## src/svpwm_pkg.sv

```systemverilog
// Shared types, constants and lookup functions for the SVPWM sector and compare pipeline.
package svpwm_pkg;

  // Phase reference width, Q1.(SAMPLE_WIDTH-1)
  localparam int SAMPLE_WIDTH = 16;
  localparam int PERIOD_W     = 16;
  localparam int SEC_W        = 3;
  localparam int VEC_W        = 3;
  localparam int CMP_W        = 16;

  // Twice a phase difference, clamped non-negative
  localparam int DUTY_W = SAMPLE_WIDTH + 1;
  // Sum of both active duties
  localparam int SUM_W  = SAMPLE_WIDTH + 2;
  // Divider partial remainder, below twice the divisor
  localparam int REM_W  = SAMPLE_WIDTH + 3;
  // Compare numerators in half-duty units, at most two full duties
  localparam int HALF_W = SAMPLE_WIDTH + 2;

  // Ratio quotient: one spare bit below the 2^-30 grid, dropped at the end
  localparam int Q_W                 = 32;
  localparam int DIV_STEPS_PER_STAGE = 4;
  localparam int DIV_STAGES          = Q_W / DIV_STEPS_PER_STAGE;
  localparam int RATIO_FRAC          = 30;

  // One full duty: 3 * 2^(SAMPLE_WIDTH-1)
  localparam logic [DUTY_W-1:0] FULL_DUTY = DUTY_W'(3) << (SAMPLE_WIDTH - 1);

  localparam logic [PERIOD_W-1:0] PERIOD_RESET = PERIOD_W'(14399);

  // Compare scaling: (half * period + full) / (3 * 2^SAMPLE_WIDTH)
  localparam int PROD_W      = HALF_W + PERIOD_W;
  localparam int NUM_W       = PROD_W - SAMPLE_WIDTH;
  // floor(n / 3) = (n * ceil(2^20 / 3)) >> 20, exact for n below 2^19
  localparam int RECIP_W     = 19;
  localparam int RECIP_SHIFT = 20;
  localparam logic [RECIP_W-1:0] RECIP_THIRD = RECIP_W'(349526);
  localparam int MQ_W        = NUM_W + RECIP_W;
  localparam int CMP_RAW_W   = MQ_W - RECIP_SHIFT;

  // Sector numbers
  localparam logic [SEC_W-1:0] SECTOR_1 = SEC_W'(1);
  localparam logic [SEC_W-1:0] SECTOR_2 = SEC_W'(2);
  localparam logic [SEC_W-1:0] SECTOR_3 = SEC_W'(3);
  localparam logic [SEC_W-1:0] SECTOR_4 = SEC_W'(4);
  localparam logic [SEC_W-1:0] SECTOR_5 = SEC_W'(5);
  localparam logic [SEC_W-1:0] SECTOR_6 = SEC_W'(6);

  // Switching vectors, bits A B C
  localparam logic [VEC_W-1:0] VEC_001 = 3'b001;
  localparam logic [VEC_W-1:0] VEC_010 = 3'b010;
  localparam logic [VEC_W-1:0] VEC_011 = 3'b011;
  localparam logic [VEC_W-1:0] VEC_100 = 3'b100;
  localparam logic [VEC_W-1:0] VEC_101 = 3'b101;
  localparam logic [VEC_W-1:0] VEC_110 = 3'b110;

  typedef logic signed [SAMPLE_WIDTH-1:0] sample_t;

  typedef struct packed {
    sample_t phase_a;
    sample_t phase_b;
    sample_t phase_c;
  } svpwm_in_t;

  typedef struct packed {
    logic [SEC_W-1:0] sector;
    logic [VEC_W-1:0] first_vector;
    logic [VEC_W-1:0] second_vector;
    logic [CMP_W-1:0] compare_zero;
    logic [CMP_W-1:0] compare_first;
    logic [CMP_W-1:0] compare_second;
    logic [CMP_W-1:0] compare_last;
    logic             overmodulation;
  } svpwm_out_t;

  typedef struct packed {
    logic [SEC_W-1:0]  sector;
    logic [DUTY_W-1:0] t1;
    logic [DUTY_W-1:0] t2;
    logic [SUM_W-1:0]  sum;
    logic              neg;
    logic              clip;
  } svpwm_duty_t;

  typedef struct packed {
    svpwm_duty_t    duty;
    logic [Q_W-1:0] quot;
  } svpwm_ratio_t;

  // Sign pattern {c>a, a>b, b>c} to sector
  function automatic logic [SEC_W-1:0] sector_of_code(input logic [2:0] code);
    logic [SEC_W-1:0] sec;
    case (code)
      3'd1:    sec = SECTOR_2;
      3'd2:    sec = SECTOR_6;
      3'd4:    sec = SECTOR_4;
      3'd5:    sec = SECTOR_3;
      3'd6:    sec = SECTOR_5;
      default: sec = SECTOR_1;
    endcase
    return sec;
  endfunction

  function automatic logic [VEC_W-1:0] first_vec(input logic [SEC_W-1:0] sec);
    logic [VEC_W-1:0] v;
    case (sec)
      SECTOR_2, SECTOR_3: v = VEC_010;
      SECTOR_4, SECTOR_5: v = VEC_001;
      default:            v = VEC_100;
    endcase
    return v;
  endfunction

  function automatic logic [VEC_W-1:0] second_vec(input logic [SEC_W-1:0] sec);
    logic [VEC_W-1:0] v;
    case (sec)
      SECTOR_3, SECTOR_4: v = VEC_011;
      SECTOR_5, SECTOR_6: v = VEC_101;
      default:            v = VEC_110;
    endcase
    return v;
  endfunction

endpackage

```

## src/svpwm_div.sv

```systemverilog
// Pipelined restoring divider forming the first-duty share t1 / (t1 + t2).
module svpwm_div (
  input  logic                    clk,
  input  logic                    rst,
  input  logic                    in_valid,
  output logic                    in_ready,
  input  svpwm_pkg::svpwm_duty_t  in_data,
  output logic                    out_valid,
  input  logic                    out_ready,
  output svpwm_pkg::svpwm_ratio_t out_data
);

  localparam int NS   = svpwm_pkg::DIV_STAGES;
  localparam int RW   = svpwm_pkg::REM_W;
  localparam int QW   = svpwm_pkg::Q_W;
  localparam int LAST = NS - 1;

  logic [NS-1:0]          v;
  logic [NS-1:0]          vin;
  logic [NS-1:0]          en;
  svpwm_pkg::svpwm_duty_t duty_r   [NS];
  logic [RW-1:0]          rem_r    [NS];
  logic [QW-1:0]          quot_r   [NS];
  svpwm_pkg::svpwm_duty_t duty_in  [NS];
  logic [RW-1:0]          rem_in   [NS];
  logic [QW-1:0]          quot_in  [NS];
  logic [RW-1:0]          rem_next [NS];
  logic [QW-1:0]          quot_next[NS];

  // Stall chain: a stage loads when empty or when its successor loads
  always_comb begin
    en[LAST] = !v[LAST] || out_ready;
    for (int g = LAST - 1; g >= 0; g--) begin
      en[g] = !v[g] || en[g+1];
    end
  end

  always_comb begin
    logic take;
    vin[0]     = in_valid;
    duty_in[0] = in_data;
    rem_in[0]  = RW'(in_data.t1);
    quot_in[0] = '0;
    for (int g = 1; g < NS; g++) begin
      vin[g]     = v[g-1];
      duty_in[g] = duty_r[g-1];
      rem_in[g]  = rem_r[g-1];
      quot_in[g] = quot_r[g-1];
    end
    for (int g = 0; g < NS; g++) begin
      rem_next[g]  = rem_in[g];
      quot_next[g] = quot_in[g];
      for (int k = 0; k < svpwm_pkg::DIV_STEPS_PER_STAGE; k++) begin
        take = rem_next[g] >= RW'(duty_in[g].sum);
        if (take) rem_next[g] = rem_next[g] - RW'(duty_in[g].sum);
        quot_next[g] = {quot_next[g][QW-2:0], take};
        rem_next[g]  = rem_next[g] << 1;
      end
    end
  end

  always_ff @(posedge clk) begin
    if (rst) begin
      v <= '0;
    end else begin
      for (int g = 0; g < NS; g++) begin
        if (en[g]) v[g] <= vin[g];
      end
    end
  end

  always_ff @(posedge clk) begin
    for (int g = 0; g < NS; g++) begin
      if (en[g]) begin
        duty_r[g] <= duty_in[g];
        rem_r[g]  <= rem_next[g];
        quot_r[g] <= quot_next[g];
      end
    end
  end

  assign in_ready      = en[0];
  assign out_valid     = v[LAST];
  assign out_data.duty = duty_r[LAST];
  assign out_data.quot = quot_r[LAST];

endmodule

```

## config.mk

```make
export PLATFORM = sky130hd
export DESIGN_NAME = svpwm_div
export DESIGN_NICKNAME = d
export VERILOG_FILES = /design/src/svpwm_pkg.sv /design/src/svpwm_div.sv
export SDC_FILE = /design/constraint.sdc
export NUM_CORES = 2
export LEC_CHECK = 0
export BUFFER_PORTS_ARGS = -buffer_cell sky130_fd_sc_hd__buf_4
export CAP_MARGIN = 10
export CORE_UTILIZATION = 35
export CTS_CLUSTER_DIAMETER = 60
export CTS_CLUSTER_SIZE = 40
export DETAILED_ROUTE_END_ITERATION = 10
export PLACE_DENSITY = 0.61
export SYNTH_ARGS = -nofsm -noshare
export SYNTH_HDL_FRONTEND = slang
export SYNTH_SLANG_ARGS = --single-unit
```

## constraint.sdc

```tcl
create_clock -name clk -period 29.5 [get_ports clk]
set_input_delay 2.95 -clock clk [delete_from_list [all_inputs] [get_ports clk]]
set_output_delay 2.95 -clock clk [all_outputs]
set_load 0.01 [all_outputs]
```

==> summary.txt <==
Place
  – I/O Buffers: 151
  – Post-Place Cells: 7235
  – Hpwl dp: 113.2 mm
  – Final RePlAce weighted congestion: 0.9229
  – Cell area after placement: 0.05724 mm^2

Floorplan
  – Cell row count: 143
  – Core Area: 0.1521 mm^2
  – Die height: 393.7 um
  – IO Pins: 152
  – Die width: 393.7 um
  – Starting Density: 35.30%
  – Die area: 0.1550 mm^2

Layout
  – Layout fillers: 14820
  – Post-layout instance count excluding filler cells: 7367
  – Area Overhead vs Synth: 11.56%
  – Fraction of layout instances using a drive strength above 1: 13.47%
  – Nets: 5901
  – Final non-filler cell area: 0.05989 mm^2
  – Core Util, Final: 39.38%

Clocking
  – Worst-path clk slew: 0.08 ns
  – Clock Sinks: 734
  – Post-cts hold buffer count: 0
  – # Post-CTS Setup Buffers: 0
  – CTS buffer count: 72
  – Clk root buf: clkbuf_16
  – CTS tree: yes
  – PostCTS Resize Cnt: 0
  – Clk_lat worst skew: 0.68 ns
  – Maximum clock path buffer count: 3
  – H-tree levels: 3

Job
  – Max-Cap Viols: 0

Timing
  – Achievable Freq: 0.06737 GHz
  – Final hold violation count: 0
  – Setup Viol. Count Final: 0
  – RSZ-0062 raised after global routing: false
  – Clock skew: 0.03194 ns
  – Setup TNS: 0 ns
  – Shortest period the worst path allows: 14.84 ns
  – Part of the cycle the worst path needs: 50.32%
  – Slew Limit Fails: 0
  – Worst-margin pin slew: 1.098 ns
  – Max_slew headroom: 26.56%

Critical path
  – Family with the most delay on the worst path: compound AO/OA/AOI/OAI gates
  – Worst Setup End Kind: flop
  – Critical path arrival: 15.27 ns
  – CP max FO: 24
  – CP max-delay cell: a2111oi_0
  – CP bufs+invs: 7
  – CP Launch Type: input port
  – CP max stage delay: 0.65 ns
  – Critical path startpoint: in_data[2]
  – CP required: 29.93 ns
  – RR Startpoint: duty_r[1][60]$_DFFE_PP_
  – Kind of critical path: in2reg

Drt
  – Vias/cell: 5.393
  – Routed WL: 143.5 mm
  – Vias: 39730
  – Remaining antenna violation count: 0
  – 1st-pass router iterations: 5
  – WL/cell: 19.48 um
  – Initial DRC count: 2887
  – Residual DRC count: 0

Hold path
  – HP Start: quot_r[1][3]$_DFFE_PP_
  – Min-Delay Path Class: reg2reg

Logic synthesis
  – Sequential element share of the synthesized area: 40.90%
  – Cells after Synth: 5109
  – Syn Area/Cell: 10.51 um^2
  – Synth area leaders: edfxtp_1 41%, ha_1 13%, mux2_2 6.9%, xnor2_1 4.6%, a21oi_1 3.8%
  – Mapped Area: 0.05369 mm^2
  – Mapped Nets: 5731
  – Ys flop type: edfxtp_1
  – Synth async-reset ratio: 0%
  – Post-synth top cells: 726 x edfxtp_1, 552 x ha_1, 410 x a21oi_1, 350 x nor2_1, 327 x mux2_2
  – Biggest area consumer among synthesized cells: edfxtp_1
  – EDFF count, synth: 726
  – Syn. warnings: 0
  – Netlist cell types: 97
  – Post-synth top area share: 40.60%
  – Synthesized flop and latch total: 734
  – Most common cell in the netlist: edfxtp_1

Global route
  – Initial antenna violation count: 9
  – Largest net degree at the start of global routing: 71
  – Total congestion overflow: 0
  – GRT Overall Usage: 17.91%
  – Global-route wire length before repair: 219.1 mm
  – Vias in the first global route: 37850

Status
  – Outcome: complete, no violations
[cell families after synthesis]
logic type | Yosys count | synth area share, %
flops | 734 | 40.90
simple gates | 1227 | 11.17
buf+inv | 377 | 2.759
mux | 373 | 7.805
fa+ha+maj | 561 | 13.20
xor+xnor | 423 | 6.900
compound gates | 1414 | 17.26
[per-layer routing]
layer	vias to the layer above	share of wire [%]	GRT usage, %
li1	19670	-	-
met2	944	46	29.64
met3	199	5.1	2.736
met4	0	2.7	5.107
met1	18920	46	24.13
met5	-	0	0
[per-stage QoR]
stage | worst slack [ns] | hold slack [ns]
global route | 13.65 | 0.4133
finish | 14.66 | 0.4122
CTS | 14.73 | 0.4117
global placement | 14.29 | 0.4002
detailed placement | 14.05 | 0.4045
floorplan | 16.16 | 0.4003
[registers in the layout, summed over array words and instances, names as in the netlist]
name and count:
duty_r 456, quot_r 144, rem_r 126, v 8
[path summary, 6_finish.rpt]
check                           cells after the start                 endpoint  slack [ns]
worst max-delay path                               45    rem_r[0][1]$_DFFE_PP_       14.66
worst min-delay path                                0  quot_r[1][39]$_DFFE_PP_        0.41
worst max register to register                     41   rem_r[6][17]$_DFFE_PP_       15.36
worst min register to register                      0  quot_r[1][39]$_DFFE_PP_        0.41
[placed cells by master, fill, tap and decap left out, types with 23 or more instances in the layout]
| cell | n |
|---|---|
| edfxtp_1 | 726 |
| ha_1 | 552 |
| a21oi_1 | 410 |
| nor2_1 | 350 |
| mux2_2 | 327 |
| inv_1 | 287 |
| xnor2_1 | 282 |
| nand2_1 | 275 |
| o21ai_0 | 271 |
| a21o_1 | 206 |
| buf_4 | 177 |
| xor2_1 | 141 |
| nor3_1 | 100 |
| o21a_1 | 95 |
| nand3_1 | 88 |
| clkbuf_16 | 73 |
| o21bai_1 | 69 |
| nand2b_1 | 68 |
| nand4_1 | 67 |
| nor2b_1 | 63 |
| and3_1 | 46 |
| a31oi_1 | 44 |
| a211oi_1 | 38 |
| o211ai_1 | 34 |
| o31ai_1 | 34 |
| or3_1 | 33 |
| mux2i_1 | 32 |
| and2_1 | 29 |
| o31a_1 | 23 |
| nor4_1 | 23 |
[final cells by class]
type / instances / area (um^2) / share of cell area (%)
diodes: 1 / 2.502 / 0.004178
repair buffers: 177 / 1329 / 2.219
multi-input cells: 3998 / 30300 / 50.58
clock inverters: 58 / 822.0 / 1.372
clock buffers: 73 / 1827 / 3.050
well taps: 2030 / 2540 / 4.241
flip-flops and latches: 734 / 21960 / 36.67
inverters: 296 / 1119 / 1.868
Power is left out: the tool's default activity adds up to more than one toggle a clock period on the data nets, which glitch-free logic cannot reach.
