===== src/svpwm_pkg.sv =====
// Shared types, constants and lookup functions for the SVPWM sector and compare pipeline.
package svpwm_pkg;

  // Phase reference width, Q1.(SAMPLE_WIDTH-1)
  localparam int SAMPLE_WIDTH = 16;
  localparam int PERIOD_W     = 16;
  localparam int SEC_W        = 3;
  localparam int VEC_W        = 3;
  localparam int CMP_W        = 16;

  // Twice a phase difference, clamped non-negative
  localparam int DUTY_W = SAMPLE_WIDTH + 1;
  // Sum of both active duties
  localparam int SUM_W  = SAMPLE_WIDTH + 2;
  // Divider partial remainder, below twice the divisor
  localparam int REM_W  = SAMPLE_WIDTH + 3;
  // Compare numerators in half-duty units, at most two full duties
  localparam int HALF_W = SAMPLE_WIDTH + 2;

  // Ratio quotient: one spare bit below the 2^-30 grid, dropped at the end
  localparam int Q_W                 = 32;
  localparam int DIV_STEPS_PER_STAGE = 4;
  localparam int DIV_STAGES          = Q_W / DIV_STEPS_PER_STAGE;
  localparam int RATIO_FRAC          = 30;

  // One full duty: 3 * 2^(SAMPLE_WIDTH-1)
  localparam logic [DUTY_W-1:0] FULL_DUTY = DUTY_W'(3) << (SAMPLE_WIDTH - 1);

  localparam logic [PERIOD_W-1:0] PERIOD_RESET = PERIOD_W'(14399);

  // Compare scaling: (half * period + full) / (3 * 2^SAMPLE_WIDTH)
  localparam int PROD_W      = HALF_W + PERIOD_W;
  localparam int NUM_W       = PROD_W - SAMPLE_WIDTH;
  // floor(n / 3) = (n * ceil(2^20 / 3)) >> 20, exact for n below 2^19
  localparam int RECIP_W     = 19;
  localparam int RECIP_SHIFT = 20;
  localparam logic [RECIP_W-1:0] RECIP_THIRD = RECIP_W'(349526);
  localparam int MQ_W        = NUM_W + RECIP_W;
  localparam int CMP_RAW_W   = MQ_W - RECIP_SHIFT;

  // Sector numbers
  localparam logic [SEC_W-1:0] SECTOR_1 = SEC_W'(1);
  localparam logic [SEC_W-1:0] SECTOR_2 = SEC_W'(2);
  localparam logic [SEC_W-1:0] SECTOR_3 = SEC_W'(3);
  localparam logic [SEC_W-1:0] SECTOR_4 = SEC_W'(4);
  localparam logic [SEC_W-1:0] SECTOR_5 = SEC_W'(5);
  localparam logic [SEC_W-1:0] SECTOR_6 = SEC_W'(6);

  // Switching vectors, bits A B C
  localparam logic [VEC_W-1:0] VEC_001 = 3'b001;
  localparam logic [VEC_W-1:0] VEC_010 = 3'b010;
  localparam logic [VEC_W-1:0] VEC_011 = 3'b011;
  localparam logic [VEC_W-1:0] VEC_100 = 3'b100;
  localparam logic [VEC_W-1:0] VEC_101 = 3'b101;
  localparam logic [VEC_W-1:0] VEC_110 = 3'b110;

  typedef logic signed [SAMPLE_WIDTH-1:0] sample_t;

  typedef struct packed {
    sample_t phase_a;
    sample_t phase_b;
    sample_t phase_c;
  } svpwm_in_t;

  typedef struct packed {
    logic [SEC_W-1:0] sector;
    logic [VEC_W-1:0] first_vector;
    logic [VEC_W-1:0] second_vector;
    logic [CMP_W-1:0] compare_zero;
    logic [CMP_W-1:0] compare_first;
    logic [CMP_W-1:0] compare_second;
    logic [CMP_W-1:0] compare_last;
    logic             overmodulation;
  } svpwm_out_t;

  typedef struct packed {
    logic [SEC_W-1:0]  sector;
    logic [DUTY_W-1:0] t1;
    logic [DUTY_W-1:0] t2;
    logic [SUM_W-1:0]  sum;
    logic              neg;
    logic              clip;
  } svpwm_duty_t;

  typedef struct packed {
    svpwm_duty_t    duty;
    logic [Q_W-1:0] quot;
  } svpwm_ratio_t;

  // Sign pattern {c>a, a>b, b>c} to sector
  function automatic logic [SEC_W-1:0] sector_of_code(input logic [2:0] code);
    logic [SEC_W-1:0] sec;
    case (code)
      3'd1:    sec = SECTOR_2;
      3'd2:    sec = SECTOR_6;
      3'd4:    sec = SECTOR_4;
      3'd5:    sec = SECTOR_3;
      3'd6:    sec = SECTOR_5;
      default: sec = SECTOR_1;
    endcase
    return sec;
  endfunction

  function automatic logic [VEC_W-1:0] first_vec(input logic [SEC_W-1:0] sec);
    logic [VEC_W-1:0] v;
    case (sec)
      SECTOR_2, SECTOR_3: v = VEC_010;
      SECTOR_4, SECTOR_5: v = VEC_001;
      default:            v = VEC_100;
    endcase
    return v;
  endfunction

  function automatic logic [VEC_W-1:0] second_vec(input logic [SEC_W-1:0] sec);
    logic [VEC_W-1:0] v;
    case (sec)
      SECTOR_3, SECTOR_4: v = VEC_011;
      SECTOR_5, SECTOR_6: v = VEC_101;
      default:            v = VEC_110;
    endcase
    return v;
  endfunction

endpackage


===== src/svpwm_sector.sv =====
// Sector detection and clamped active-duty pipeline (two stages).
module svpwm_sector (
  input  logic                   clk,
  input  logic                   rst,
  input  logic                   in_valid,
  output logic                   in_ready,
  input  svpwm_pkg::svpwm_in_t   in_data,
  output logic                   out_valid,
  input  logic                   out_ready,
  output svpwm_pkg::svpwm_duty_t out_data
);

  localparam int SW = svpwm_pkg::SAMPLE_WIDTH;

  logic                          v0;
  logic                          v1;
  logic                          en0;
  logic                          en1;
  svpwm_pkg::sample_t            a0;
  svpwm_pkg::sample_t            b0;
  svpwm_pkg::sample_t            c0;
  logic [svpwm_pkg::SEC_W-1:0]   sec0;
  logic [svpwm_pkg::SEC_W-1:0]   sec_next;
  svpwm_pkg::svpwm_duty_t        duty1;
  svpwm_pkg::svpwm_duty_t        duty_next;

  assign en1      = !v1 || out_ready;
  assign en0      = !v0 || en1;
  assign in_ready = en0;

  always_comb begin
    logic [2:0] code;
    code[0]  = $signed(in_data.phase_b) > $signed(in_data.phase_c);
    code[1]  = $signed(in_data.phase_a) > $signed(in_data.phase_b);
    code[2]  = $signed(in_data.phase_c) > $signed(in_data.phase_a);
    sec_next = svpwm_pkg::sector_of_code(code);
  end

  always_comb begin
    svpwm_pkg::sample_t p1;
    svpwm_pkg::sample_t m1;
    svpwm_pkg::sample_t p2;
    svpwm_pkg::sample_t m2;
    logic signed [SW:0] d1;
    logic signed [SW:0] d2;
    case (sec0)
      svpwm_pkg::SECTOR_1: begin p1 = a0; m1 = b0; p2 = b0; m2 = c0; end
      svpwm_pkg::SECTOR_2: begin p1 = b0; m1 = a0; p2 = a0; m2 = c0; end
      svpwm_pkg::SECTOR_3: begin p1 = b0; m1 = c0; p2 = c0; m2 = a0; end
      svpwm_pkg::SECTOR_4: begin p1 = c0; m1 = b0; p2 = b0; m2 = a0; end
      svpwm_pkg::SECTOR_5: begin p1 = c0; m1 = a0; p2 = a0; m2 = b0; end
      default:             begin p1 = a0; m1 = c0; p2 = c0; m2 = b0; end
    endcase
    d1 = {p1[SW-1], p1} - {m1[SW-1], m1};
    d2 = {p2[SW-1], p2} - {m2[SW-1], m2};
    duty_next.sector = sec0;
    // Drop negative duties to zero and flag them
    duty_next.neg    = d1[SW] || d2[SW];
    duty_next.t1     = d1[SW] ? '0 : {d1[SW-1:0], 1'b0};
    duty_next.t2     = d2[SW] ? '0 : {d2[SW-1:0], 1'b0};
    duty_next.sum    = svpwm_pkg::SUM_W'(duty_next.t1) + svpwm_pkg::SUM_W'(duty_next.t2);
    duty_next.clip   = duty_next.sum > svpwm_pkg::SUM_W'(svpwm_pkg::FULL_DUTY);
  end

  always_ff @(posedge clk) begin
    if (rst) begin
      v0 <= 1'b0;
      v1 <= 1'b0;
    end else begin
      if (en0) v0 <= in_valid;
      if (en1) v1 <= v0;
    end
  end

  always_ff @(posedge clk) begin
    if (en0) begin
      a0   <= in_data.phase_a;
      b0   <= in_data.phase_b;
      c0   <= in_data.phase_c;
      sec0 <= sec_next;
    end
    if (en1) duty1 <= duty_next;
  end

  assign out_valid = v1;
  assign out_data  = duty1;

endmodule


===== config.mk =====
export PLATFORM = sky130hd
export DESIGN_NAME = svpwm_sector
export DESIGN_NICKNAME = d
export VERILOG_FILES = /design/src/svpwm_pkg.sv /design/src/svpwm_sector.sv
export SDC_FILE = /design/constraint.sdc
export NUM_CORES = 1
export LEC_CHECK = 0
export ABC_CLOCK_PERIOD_IN_PS = 7200
export BUFFER_PORTS_ARGS = -buffer_cell sky130_fd_sc_hd__buf_4
export CAP_MARGIN = 20
export CORE_ASPECT_RATIO = 1.75
export CORE_MARGIN = 3
export CORE_UTILIZATION = 44
export CTS_CLUSTER_SIZE = 8
export DETAILED_ROUTE_END_ITERATION = 10
export GPL_TIMING_DRIVEN = 0
export PLACE_DENSITY_LB_ADDON = 0.05
export SKIP_CTS_REPAIR_TIMING = 1
export SKIP_LAST_GASP = 1
export SLEW_MARGIN = 20
export SYNTH_ARGS = -nofsm -noshare
export SYNTH_HDL_FRONTEND = slang
export SYNTH_SLANG_ARGS = --single-unit

===== constraint.sdc =====
create_clock -name clk -period 7.2 [get_ports clk]
set_input_delay 0.72 -clock clk [delete_from_list [all_inputs] [get_ports clk]]
set_output_delay 0.72 -clock clk [all_outputs]
set_load 0.05 [all_outputs]

==> impl_metrics.toml <==
[setup_path]
endpoint_kind = "flip-flop"
path_buf_inv = 3
critical_path.max_fanout = 10
worst_r2r_path_depth = 26
path_delay_family = "simple AND/OR/NAND/NOR gates"
cp.required_ns = 7.31
crit_slowest_cell = "edfxtp_1"
cp.depth = 26
cp_slowest_stage_delay_ns = 0.51
cp.arrival_ns = 7.08
start_kind = "flip-flop"
critPathKind = "reg -> reg"
cpMostUsedCell = "or4_4"

[drt]
dr.pass1.iters = 8
via_per_inst = 5.52
totalWireLength_um = 22600
drc = 0
initialDrtViolationCount = 305
ant_nets = 0
vias = 6711
wl_per_cell_um = 18.6

[grt]
grt_first_pass_wirelength_um = 35600
grt_pass1_vias = 6823
grt_usage_pct = 22.4
grt_max_degree = 40
gr-total-overflow = 0
antenna_found_initial = 0

[timing]
fin_crit_ns = 6.97
skew_ns = 0.00738
tightest_slew_ns = 0.903
fmax_mhz = 143
finalHoldViolations = 0
slew_headroom_pct = 38.3
slew_violations = 0
fin_crit_sh_pct = 96.8
hold_ws_ns = 0.525
finalSetupViolCount = 0

[place]
place.gp.congestion = 0.921
dp_hpwl_um = 19100
port_buffers = 107

[yosys]
synth_cell_types = 59
syn_avg_cell_area_sq_um = 10.0
synth-warning-count = 0
syn_inst = 833
synth_edf_count = 105
synth-async-reset-ratio_pct = 0
synthFlopType = "edfxtp_1"
syn_area_sq_um = 8350
ys_ff_latch = 107
yosysSeqAreaShare_pct = 38.3

[floorplan]
rows = 66
pin_count = 111
start_util_pct = 44.9
fp.dieH_um = 188
die-area_sq_um = 20700
core_sq_um = 18600
die_x_um = 110

[cells_and_area]
drive_gt1_share_pct = 23.2
nets = 1123
syn_to_final_growth_pct = 21.8
antenna_cells = 0

[run]
drv_cap = 0

[run_status]
outcome = "finished, final reports clean"

[cts]
cts_root_buf = "clkbuf_16"
cts.path.max_buffers = 2
tritoncts = "yes"
cts_made_buffers = 9
clock_sinks = 107
clock_latency_ns = 0.35
cts.clk_slew.worst_paths_ns = 0.07
cts-htree-levels = 3

[hold_path]
min_path_cells = 2
hold_path.class = "in -> reg"
## final cells by class
cell class / count / area, sq um
sequential: 107 / 3190
clock buffer: 11 / 243
fill: 1677 / 8420
timing repair buffer: 128 / 987
buffer: 28 / 188
tap: 238 / 298
inverter: 75 / 285
clock inverter: 5 / 30.0
multi-input combinational: 623 / 4940
## per-layer routing
| metal | GRT usage (%) | wire (um) |
|---|---|---|
| met5 | 0 | 0 |
| met4 | 10.3 | 766 |
| met3 | 2.40 | 689 |
| met2 | 43.6 | 13200 |
| met1 | 22.8 | 8010 |
## registers in the layout, summed over array words and instances (netlist names)
| signal | count |
|---|---|
| c0 | 16 |
| b0 | 16 |
| out_valid | 1 |
| a0 | 16 |
| v0 | 1 |
| out_data | 54 |
| sec0 | 3 |
## logic make-up (layout without fill, tap and decap cells)
family,after synthesis,in the layout,synth area share [%]
AOI/OAI and AO/OA,230,230,18.7
and+or+nand+nor,199,199,12.4
DFF,107,107,38.3
buffers and inverters,105,247,4.86
adders and majority gates,99,99,15.1
muxes,52,52,6.46
xor gates and xnor gates,40,40,4.20
other,1,3,0.0449
## cells in the mapped netlist (all sizes together) (8+ instances only)
master	count	share of area [%]
mux2i	37	4.4
ha	96	14
clkbuf	24	1.1
o21ai	30	1.8
nor2b	37	2.9
nand2	19	0.85
nor2	67	3.0
a21oi	68	4.2
mux2	15	2.0
edfxtp	105	38
and2	19	1.4
xor2	21	2.2
a221o	12	1.4
inv	75	3.4
xnor2	19	2.0
nand4	12	0.90
a211oi	41	3.7
a21o	22	2.0
nand2b	14	1.0
o21a	13	1.2
a221oi	8	0.84
## path summary, 6_finish.rpt
kind            from  slack [ns]     endpoint
max          sec0[0]        0.23  out_data[0]
max reg2reg  sec0[0]        0.23  out_data[0]
min reg2reg       v0        0.53    out_valid
min              rst        0.53    out_valid
## per-stage QoR
step	setup slack [ns]	area [sq um]	TNS [ns]	instances	utilization (%)
CTS	-2.21	9780	-11.08	1198	52.7
floorplan	0.0843	8370	0	835	-
global placement	-2.10	9470	-9.50	1180	51.0
global route	-0.0259	10200	-0.0259	1215	54.7
detailed placement	-2.19	9510	-10.70	1182	51.2
finish	0.228	10200	0	1215	54.7
## worst register-to-register path: stages, from the launching register on
cell      delay [ns]
edfxtp_1        0.51
xnor2_2         0.24
nor2_4          0.09
clkbuf_2        0.20
and2_1          0.22
a221oi_4        0.24
inv_2           0.09
fa_2            0.41
a21o_1          0.20
a21oi_2         0.15
o21bai_1        0.12
a211o_1         0.30
o211ai_1        0.15
nand3_1         0.15
a31o_2          0.29
a31oi_4         0.20
buf_6           0.17
nor2_1          0.08
ha_1            0.36
nor2b_4         0.20
o31ai_4         0.09
a21boi_2        0.17
or4_1           0.49
or4_4           0.44
or4_4           0.43
or4b_4          0.50
a31o_1          0.23
## cell usage in the layout, fill, tap and decap left out, types with 4 or more instances in the layout
master and instances:
a221oi_1 7, nor2_1 64, o211ai_1 6, mux2i_1 36, buf_6 6, nor2b_1 35
buf_2 4, o22ai_1 4, edfxtp_1 105, inv_1 71, o21a_1 12, nand4_1 12
buf_4 131, and2_1 19, a21oi_1 61, o21ai_1 5, clkbuf_1 4, clkbuf_16 9
a21oi_2 6, nand2_1 17, nand2b_1 14, a221o_1 12, a211oi_1 41, ha_1 95
and3_1 4, xnor2_1 17, or2_2 5, nor3_1 6, a21o_1 22, xor2_1 21
o21ai_0 25, nand3_1 5, mux2_2 15, clkbuf_2 9
Power is not shown: default switching activity piles up to over one toggle a cycle in this logic, so the estimate is an artifact.
