**src/svpwm_pkg.sv**
```systemverilog
// Shared types, constants and lookup functions for the SVPWM sector and compare pipeline.
package svpwm_pkg;

  // Phase reference width, Q1.(SAMPLE_WIDTH-1)
  localparam int SAMPLE_WIDTH = 16;
  localparam int PERIOD_W     = 16;
  localparam int SEC_W        = 3;
  localparam int VEC_W        = 3;
  localparam int CMP_W        = 16;

  // Twice a phase difference, clamped non-negative
  localparam int DUTY_W = SAMPLE_WIDTH + 1;
  // Sum of both active duties
  localparam int SUM_W  = SAMPLE_WIDTH + 2;
  // Divider partial remainder, below twice the divisor
  localparam int REM_W  = SAMPLE_WIDTH + 3;
  // Compare numerators in half-duty units, at most two full duties
  localparam int HALF_W = SAMPLE_WIDTH + 2;

  // Ratio quotient: one spare bit below the 2^-30 grid, dropped at the end
  localparam int Q_W                 = 32;
  localparam int DIV_STEPS_PER_STAGE = 4;
  localparam int DIV_STAGES          = Q_W / DIV_STEPS_PER_STAGE;
  localparam int RATIO_FRAC          = 30;

  // One full duty: 3 * 2^(SAMPLE_WIDTH-1)
  localparam logic [DUTY_W-1:0] FULL_DUTY = DUTY_W'(3) << (SAMPLE_WIDTH - 1);

  localparam logic [PERIOD_W-1:0] PERIOD_RESET = PERIOD_W'(14399);

  // Compare scaling: (half * period + full) / (3 * 2^SAMPLE_WIDTH)
  localparam int PROD_W      = HALF_W + PERIOD_W;
  localparam int NUM_W       = PROD_W - SAMPLE_WIDTH;
  // floor(n / 3) = (n * ceil(2^20 / 3)) >> 20, exact for n below 2^19
  localparam int RECIP_W     = 19;
  localparam int RECIP_SHIFT = 20;
  localparam logic [RECIP_W-1:0] RECIP_THIRD = RECIP_W'(349526);
  localparam int MQ_W        = NUM_W + RECIP_W;
  localparam int CMP_RAW_W   = MQ_W - RECIP_SHIFT;

  // Sector numbers
  localparam logic [SEC_W-1:0] SECTOR_1 = SEC_W'(1);
  localparam logic [SEC_W-1:0] SECTOR_2 = SEC_W'(2);
  localparam logic [SEC_W-1:0] SECTOR_3 = SEC_W'(3);
  localparam logic [SEC_W-1:0] SECTOR_4 = SEC_W'(4);
  localparam logic [SEC_W-1:0] SECTOR_5 = SEC_W'(5);
  localparam logic [SEC_W-1:0] SECTOR_6 = SEC_W'(6);

  // Switching vectors, bits A B C
  localparam logic [VEC_W-1:0] VEC_001 = 3'b001;
  localparam logic [VEC_W-1:0] VEC_010 = 3'b010;
  localparam logic [VEC_W-1:0] VEC_011 = 3'b011;
  localparam logic [VEC_W-1:0] VEC_100 = 3'b100;
  localparam logic [VEC_W-1:0] VEC_101 = 3'b101;
  localparam logic [VEC_W-1:0] VEC_110 = 3'b110;

  typedef logic signed [SAMPLE_WIDTH-1:0] sample_t;

  typedef struct packed {
    sample_t phase_a;
    sample_t phase_b;
    sample_t phase_c;
  } svpwm_in_t;

  typedef struct packed {
    logic [SEC_W-1:0] sector;
    logic [VEC_W-1:0] first_vector;
    logic [VEC_W-1:0] second_vector;
    logic [CMP_W-1:0] compare_zero;
    logic [CMP_W-1:0] compare_first;
    logic [CMP_W-1:0] compare_second;
    logic [CMP_W-1:0] compare_last;
    logic             overmodulation;
  } svpwm_out_t;

  typedef struct packed {
    logic [SEC_W-1:0]  sector;
    logic [DUTY_W-1:0] t1;
    logic [DUTY_W-1:0] t2;
    logic [SUM_W-1:0]  sum;
    logic              neg;
    logic              clip;
  } svpwm_duty_t;

  typedef struct packed {
    svpwm_duty_t    duty;
    logic [Q_W-1:0] quot;
  } svpwm_ratio_t;

  // Sign pattern {c>a, a>b, b>c} to sector
  function automatic logic [SEC_W-1:0] sector_of_code(input logic [2:0] code);
    logic [SEC_W-1:0] sec;
    case (code)
      3'd1:    sec = SECTOR_2;
      3'd2:    sec = SECTOR_6;
      3'd4:    sec = SECTOR_4;
      3'd5:    sec = SECTOR_3;
      3'd6:    sec = SECTOR_5;
      default: sec = SECTOR_1;
    endcase
    return sec;
  endfunction

  function automatic logic [VEC_W-1:0] first_vec(input logic [SEC_W-1:0] sec);
    logic [VEC_W-1:0] v;
    case (sec)
      SECTOR_2, SECTOR_3: v = VEC_010;
      SECTOR_4, SECTOR_5: v = VEC_001;
      default:            v = VEC_100;
    endcase
    return v;
  endfunction

  function automatic logic [VEC_W-1:0] second_vec(input logic [SEC_W-1:0] sec);
    logic [VEC_W-1:0] v;
    case (sec)
      SECTOR_3, SECTOR_4: v = VEC_011;
      SECTOR_5, SECTOR_6: v = VEC_101;
      default:            v = VEC_110;
    endcase
    return v;
  endfunction

endpackage

```
**src/svpwm_scale.sv**
```systemverilog
// Duty rescaling on overmodulation and period scaling into compare values (five stages).
module svpwm_scale (
  input  logic                                clk,
  input  logic                                rst,
  input  logic                                in_valid,
  output logic                                in_ready,
  input  svpwm_pkg::svpwm_ratio_t             in_data,
  input  logic [svpwm_pkg::PERIOD_W-1:0]      period,
  output logic                                out_valid,
  input  logic                                out_ready,
  output svpwm_pkg::svpwm_out_t               out_data
);

  localparam int SW  = svpwm_pkg::SAMPLE_WIDTH;
  localparam int DW  = svpwm_pkg::DUTY_W;
  localparam int HW  = svpwm_pkg::HALF_W;
  localparam int PW  = svpwm_pkg::PROD_W;
  localparam int MW  = svpwm_pkg::MQ_W;
  localparam int QW  = svpwm_pkg::Q_W;
  localparam int Q3W = QW + 1;
  localparam int WW  = Q3W + SW - 1;
  localparam int NS  = 5;

  logic [NS-1:0] v;
  logic [NS-1:0] en;

  logic [svpwm_pkg::SEC_W-1:0] sec_r [NS];
  logic                        ov_r  [NS];

  logic [DW-1:0]  s0_t1;
  logic [DW-1:0]  s0_t2;
  logic [DW-1:0]  t1_next;
  logic [DW-1:0]  t2_next;
  logic [HW-1:0]  s1_half [4];
  logic [HW-1:0]  half_next [4];
  logic [PW-1:0]  s2_prod [4];
  logic [MW-1:0]  s3_mq [4];
  logic [MW-1:0]  mq_next [4];
  logic [svpwm_pkg::CMP_W-1:0] s4_cmp [4];
  logic [svpwm_pkg::CMP_W-1:0] cmp_next [4];

  always_comb begin
    en[NS-1] = !v[NS-1] || out_ready;
    for (int g = NS - 2; g >= 0; g--) begin
      en[g] = !v[g] || en[g+1];
    end
  end

  // Rescale t1 onto the duty grid: (ratio * full) >> 30, ratio = quot >> 1
  always_comb begin
    logic [QW-2:0] ratio;
    logic [Q3W-1:0] ratio3;
    logic [WW-1:0]  wide;
    logic [DW-1:0]  t1_clip;
    ratio   = in_data.quot[QW-1:1];
    ratio3  = Q3W'(ratio) + Q3W'({ratio, 1'b0});
    wide    = {ratio3, {(SW - 1){1'b0}}};
    t1_clip = wide[svpwm_pkg::RATIO_FRAC +: DW];
    t1_next = in_data.duty.clip ? t1_clip : in_data.duty.t1;
    t2_next = in_data.duty.clip ? (svpwm_pkg::FULL_DUTY - t1_clip) : in_data.duty.t2;
  end

  // Cumulative half-duty numerators
  always_comb begin
    logic [DW-1:0] t0;
    t0 = svpwm_pkg::FULL_DUTY - s0_t1 - s0_t2;
    half_next[0] = HW'(t0);
    half_next[1] = half_next[0] + HW'(s0_t1);
    half_next[2] = half_next[1] + HW'({s0_t2, 1'b0});
    half_next[3] = half_next[2] + HW'(s0_t1);
  end

  // Round half up, divide by 2^SAMPLE_WIDTH by selection and by three by reciprocal
  always_comb begin
    logic [PW-1:0] num;
    for (int i = 0; i < 4; i++) begin
      num        = s2_prod[i] + PW'(svpwm_pkg::FULL_DUTY);
      mq_next[i] = MW'(num[SW +: svpwm_pkg::NUM_W]) * MW'(svpwm_pkg::RECIP_THIRD);
    end
  end

  always_comb begin
    logic [svpwm_pkg::CMP_RAW_W-1:0] raw;
    for (int i = 0; i < 4; i++) begin
      raw         = s3_mq[i][svpwm_pkg::RECIP_SHIFT +: svpwm_pkg::CMP_RAW_W];
      cmp_next[i] = (raw > svpwm_pkg::CMP_RAW_W'({svpwm_pkg::CMP_W{1'b1}})) ?
                    {svpwm_pkg::CMP_W{1'b1}} : raw[svpwm_pkg::CMP_W-1:0];
    end
  end

  always_ff @(posedge clk) begin
    if (rst) begin
      v <= '0;
    end else begin
      if (en[0]) v[0] <= in_valid;
      for (int g = 1; g < NS; g++) begin
        if (en[g]) v[g] <= v[g-1];
      end
    end
  end

  always_ff @(posedge clk) begin
    if (en[0]) begin
      sec_r[0] <= in_data.duty.sector;
      ov_r[0]  <= in_data.duty.neg || in_data.duty.clip;
      s0_t1    <= t1_next;
      s0_t2    <= t2_next;
    end
    for (int g = 1; g < NS; g++) begin
      if (en[g]) begin
        sec_r[g] <= sec_r[g-1];
        ov_r[g]  <= ov_r[g-1];
      end
    end
    for (int i = 0; i < 4; i++) begin
      if (en[1]) s1_half[i] <= half_next[i];
      if (en[2]) s2_prod[i] <= PW'(s1_half[i]) * PW'(period);
      if (en[3]) s3_mq[i]   <= mq_next[i];
      if (en[4]) s4_cmp[i]  <= cmp_next[i];
    end
  end

  assign in_ready                = en[0];
  assign out_valid               = v[NS-1];
  assign out_data.sector         = sec_r[NS-1];
  assign out_data.first_vector   = svpwm_pkg::first_vec(sec_r[NS-1]);
  assign out_data.second_vector  = svpwm_pkg::second_vec(sec_r[NS-1]);
  assign out_data.compare_zero   = s4_cmp[0];
  assign out_data.compare_first  = s4_cmp[1];
  assign out_data.compare_second = s4_cmp[2];
  assign out_data.compare_last   = s4_cmp[3];
  assign out_data.overmodulation = ov_r[NS-1];

endmodule

```
**config.mk**
```make
export PLATFORM = sky130hd
export DESIGN_NAME = svpwm_scale
export DESIGN_NICKNAME = d
export VERILOG_FILES = /design/src/svpwm_pkg.sv /design/src/svpwm_scale.sv
export SDC_FILE = /design/constraint.sdc
export NUM_CORES = 2
export LEC_CHECK = 0
export BUFFER_PORTS_ARGS = -buffer_cell sky130_fd_sc_hd__buf_2
export CAP_MARGIN = 30
export CELL_PAD_IN_SITES_DETAIL_PLACEMENT = 1
export CELL_PAD_IN_SITES_GLOBAL_PLACEMENT = 1
export CORE_ASPECT_RATIO = 0.8
export CORE_UTILIZATION = 45
export CTS_CLUSTER_DIAMETER = 60
export DETAILED_ROUTE_END_ITERATION = 8
export HOLD_SLACK_MARGIN = 0.03
export PLACE_DENSITY = 0.72
export SLEW_MARGIN = 10
export SYNTH_ARGS = -nofsm -noshare
export SYNTH_HDL_FRONTEND = slang
export SYNTH_SLANG_ARGS = --single-unit
```
**constraint.sdc**
```tcl
create_clock -name clk -period 16.49 [get_ports clk]
set_clock_uncertainty 0.15 [all_clocks]
set_input_delay 1.649 -clock clk [delete_from_list [all_inputs] [get_ports clk]]
set_output_delay 1.649 -clock clk [all_outputs]
set_load 0.1 [all_outputs]
```
==> flow_summary.json <==
{
  "worst_hold_startpoint": "ov_r[0][1]",
  "reg_to_reg_critical_path_endpoint": "s3_mq[2][34]",
  "number_of_antenna_violations_at_the_first_check_in_global_routing": 17,
  "clk_latency_ns": 0.65,
  "maxSlewViolCount": 0,
  "remaining_drc_errors": 0,
  "reg2reg_slack_ns": 7.88,
  "synth_area_per_cell_um2": 9.84,
  "largest_fanout_of_any_net_on_the_critical_path": 44,
  "criticalPathCategory": "in2reg",
  "syn_nets": 10000,
  "rsz0062_at_grt": "false",
  "most_frequent_cell_on_the_critical_path": "fa_1",
  "routed-via-count": 50100,
  "clockBufferDepth": 3,
  "grt.overflow.total": 0,
  "dpl-instance-area_mm2": 0.0763,
  "setup_tns_ns": 0,
  "synth_flop_cell": "edfxtp_1",
  "coreArea_mm2": 0.162,
  "yosys.cell_types.count": 94,
  "clock_sink_count": 336,
  "min_period_over_period": 0.567,
  "critPathSlowestCell": "buf_4",
  "finalSetupViolations": 0,
  "drt_first_pass_iters": 5,
  "dr.first_iter.drc_count": 2064,
  "grt_start_max_net_pins": 78,
  "hpwl_um": 155000,
  "drive_above_1_share": 0.0550,
  "finalWeightedCongestion": 0.891,
  "postSynth.asyncResetShare": 0,
  "layout_filler_cell_count": 18100,
  "critical_path.reg2reg.startpoint": "s2_prod[2][17]",
  "crit_start": "period[4]",
  "synthesis.instances": 7447,
  "hold_violations": 0,
  "htreeDepth": 2,
  "global_route_wire_length_before_repair_um": 307000,
  "achievable-frequency_mhz": 107,
  "area_growth_pct": 6.53,
  "detail_route.vias_per_cell": 5.18,
  "worstSetupEndpointType": "flip-flop",
  "result_of_the_run": "completed",
  "placementRows": 132,
  "hold_buffers": 0,
  "seq_area_frac_synth": 0.137,
  "dieWidth_um": 453,
  "tritoncts": "built",
  "critPathBufInv": 7,
  "min_delay_worst_endpoint": "ov_r[0][2]",
  "first_global_vias": 56800,
  "tritoncts.num_buffers": 49,
  "initial_utilization": 0.453,
  "syn-cell-area_mm2": 0.0733,
  "synth_seq_cells": 336,
  "worst_hold_class": "reg2reg",
  "max_slew_margin": 0.304,
  "critical-path-max-stage-delay_ns": 0.68,
  "worstSetupStartpointType": "primary input",
  "place.port_buffers": 165,
  "holdPathStages": 0,
  "drt-wirelength-per-cell_um": 19.5,
  "synth.most_common_cell": "inv_1",
  "synth_top_area_cells": "fa_1, ha_1, edfxtp_1",
  "number_of_enable_type_register_cells_in_the_synthesized_netlist": 331,
  "final.min_clock_period_ns": 9.35,
  "clockRootBuffer": "clkbuf_16",
  "yosys_warnings": 0,
  "tightestPinTransition_ns": 1.04,
  "die_area_mm2": 0.164,
  "timing.hold.ws_ns": 0.266,
  "wirelength_um": 188000,
  "pin_count": 185,
  "final_area_mm2": 0.0781,
  "final_nets": 10100,
  "cpLargestDelayFamily": "adder cells",
  "grt_use_total": 0.236,
  "cts_setup_buffers": 0,
  "yosysTopAreaCell": "fa_1",
  "worst-endpoint-required_ns": 16.73,
  "postRouteAntennaNets": 0,
  "arrival_ns": 9.59,
  "cts.repair.resized": 0,
  "post_synth_top_area_share": 0.360,
  "max_cap_viols": 0,
  "top_cell_types_by_occurrence_after_synthesis": "inv_1, fa_1, ha_1",
  "floorplan.die.height_um": 363,
  "clk_transition_reported_paths_ns": 0.06,
  "rr_worst_depth": 29
}
## logic make-up after synthesis
logic type / count (synthesis) / synth area share
fa+ha+maj: 2472 / 0.557
flops: 336 / 0.137
compound gates: 509 / 0.0466
xor+xnor: 289 / 0.0346
simple gates: 1723 / 0.113
mux: 26 / 0.00401
buf+inv: 2092 / 0.108
## cells in the final DEF (no fill, tap or decap), drive strengths merged, types with 19 or more instances in the layout
cell type  synthesis  final
a211oi            19     19
a21o              73     73
a21oi            152    152
and2             394    394
and3              31     31
buf                8    210
clkbuf           204     53
clkinv             0     19
edfxtp           331    331
fa              1319   1319
ha              1153   1153
inv             1880   1892
mux2              24     24
nand2            826    826
nand3             50     50
nand4             25     25
nor2             167    167
nor2b             44     44
nor3              49     49
o21a              40     40
o21ai             83     83
or2               71     71
xnor2            186    186
xor2             103    103
## worst max-delay path by stage
| stage | end | slack [ns] | cells past startpoint |
|---|---|---|---|
| 2_1_floorplan | s2_prod[3][33] | 8.33 | 25 |
| 3_3_place_gp | s2_prod[2][33] | 6.68 | 27 |
| 3_5_place_dp | s2_prod[3][33] | 6.57 | 26 |
| 4_1_cts | s2_prod[3][33] | 7.23 | 26 |
| 5_1_grt | s2_prod[3][31] | 6.75 | 26 |
| 6_report | s2_prod[3][33] | 7.14 | 26 |
## cell type report
class                   count  area [um^2]  share of cell area
well taps                2144         2680              0.0344
diodes                      5         12.5            0.000160
clock inverters            36          388             0.00497
multi-input cells        5019        55400               0.709
repair buffers            210         1260              0.0162
flip-flops and latches    336        10000               0.129
clock buffers              53         1240              0.0159
inverters                1880         7060              0.0904
## worst register-to-register path, delay by kind of cell, from the launching register on
| family | cells | cell delay, ns |
|---|---|---|
| buffers and inverters | 4 | 0.22 |
| adder cells (fa/ha/maj) | 7 | 3.05 |
| AO/OA/AOI/OAI | 6 | 1.78 |
| AND/OR/NAND/NOR | 10 | 2.00 |
| flip-flops | 1 | 0.40 |
| XOR/XNOR | 2 | 0.74 |
## flip-flops by register name, summed over array words and instances, names as in the netlist
| register | flops |
|---|---|
| v | 5 |
| s3_mq | 68 |
| sec_r | 15 |
| s0_t2 | 17 |
| s0_t1 | 17 |
| s1_half | 69 |
| s2_prod | 76 |
| ov_r | 5 |
| s4_cmp | 64 |
## metrics by stage
stage	worst slack [ns]	instances	util
after floorplan	8.33	7447	-
after global placement	6.68	9583	0.472
after detailed placement	6.57	9584	0.472
after CTS	7.23	9673	0.482
after global routing	6.75	9682	0.483
final	7.14	9683	0.483
## metal layers
| layer | vias up | GRT usage | wire [um] |
|---|---|---|---|
| met2 | 926 | 0.391 | 87800 |
| met5 | - | 0 | 135 |
| met4 | 22 | 0.0350 | 2300 |
| met3 | 166 | 0.0318 | 9180 |
| met1 | 26100 | 0.335 | 88900 |
| li1 | 22900 | - | - |
Power is not shown: default switching activity piles up to over one toggle a cycle in this logic, so the estimate is an artifact.
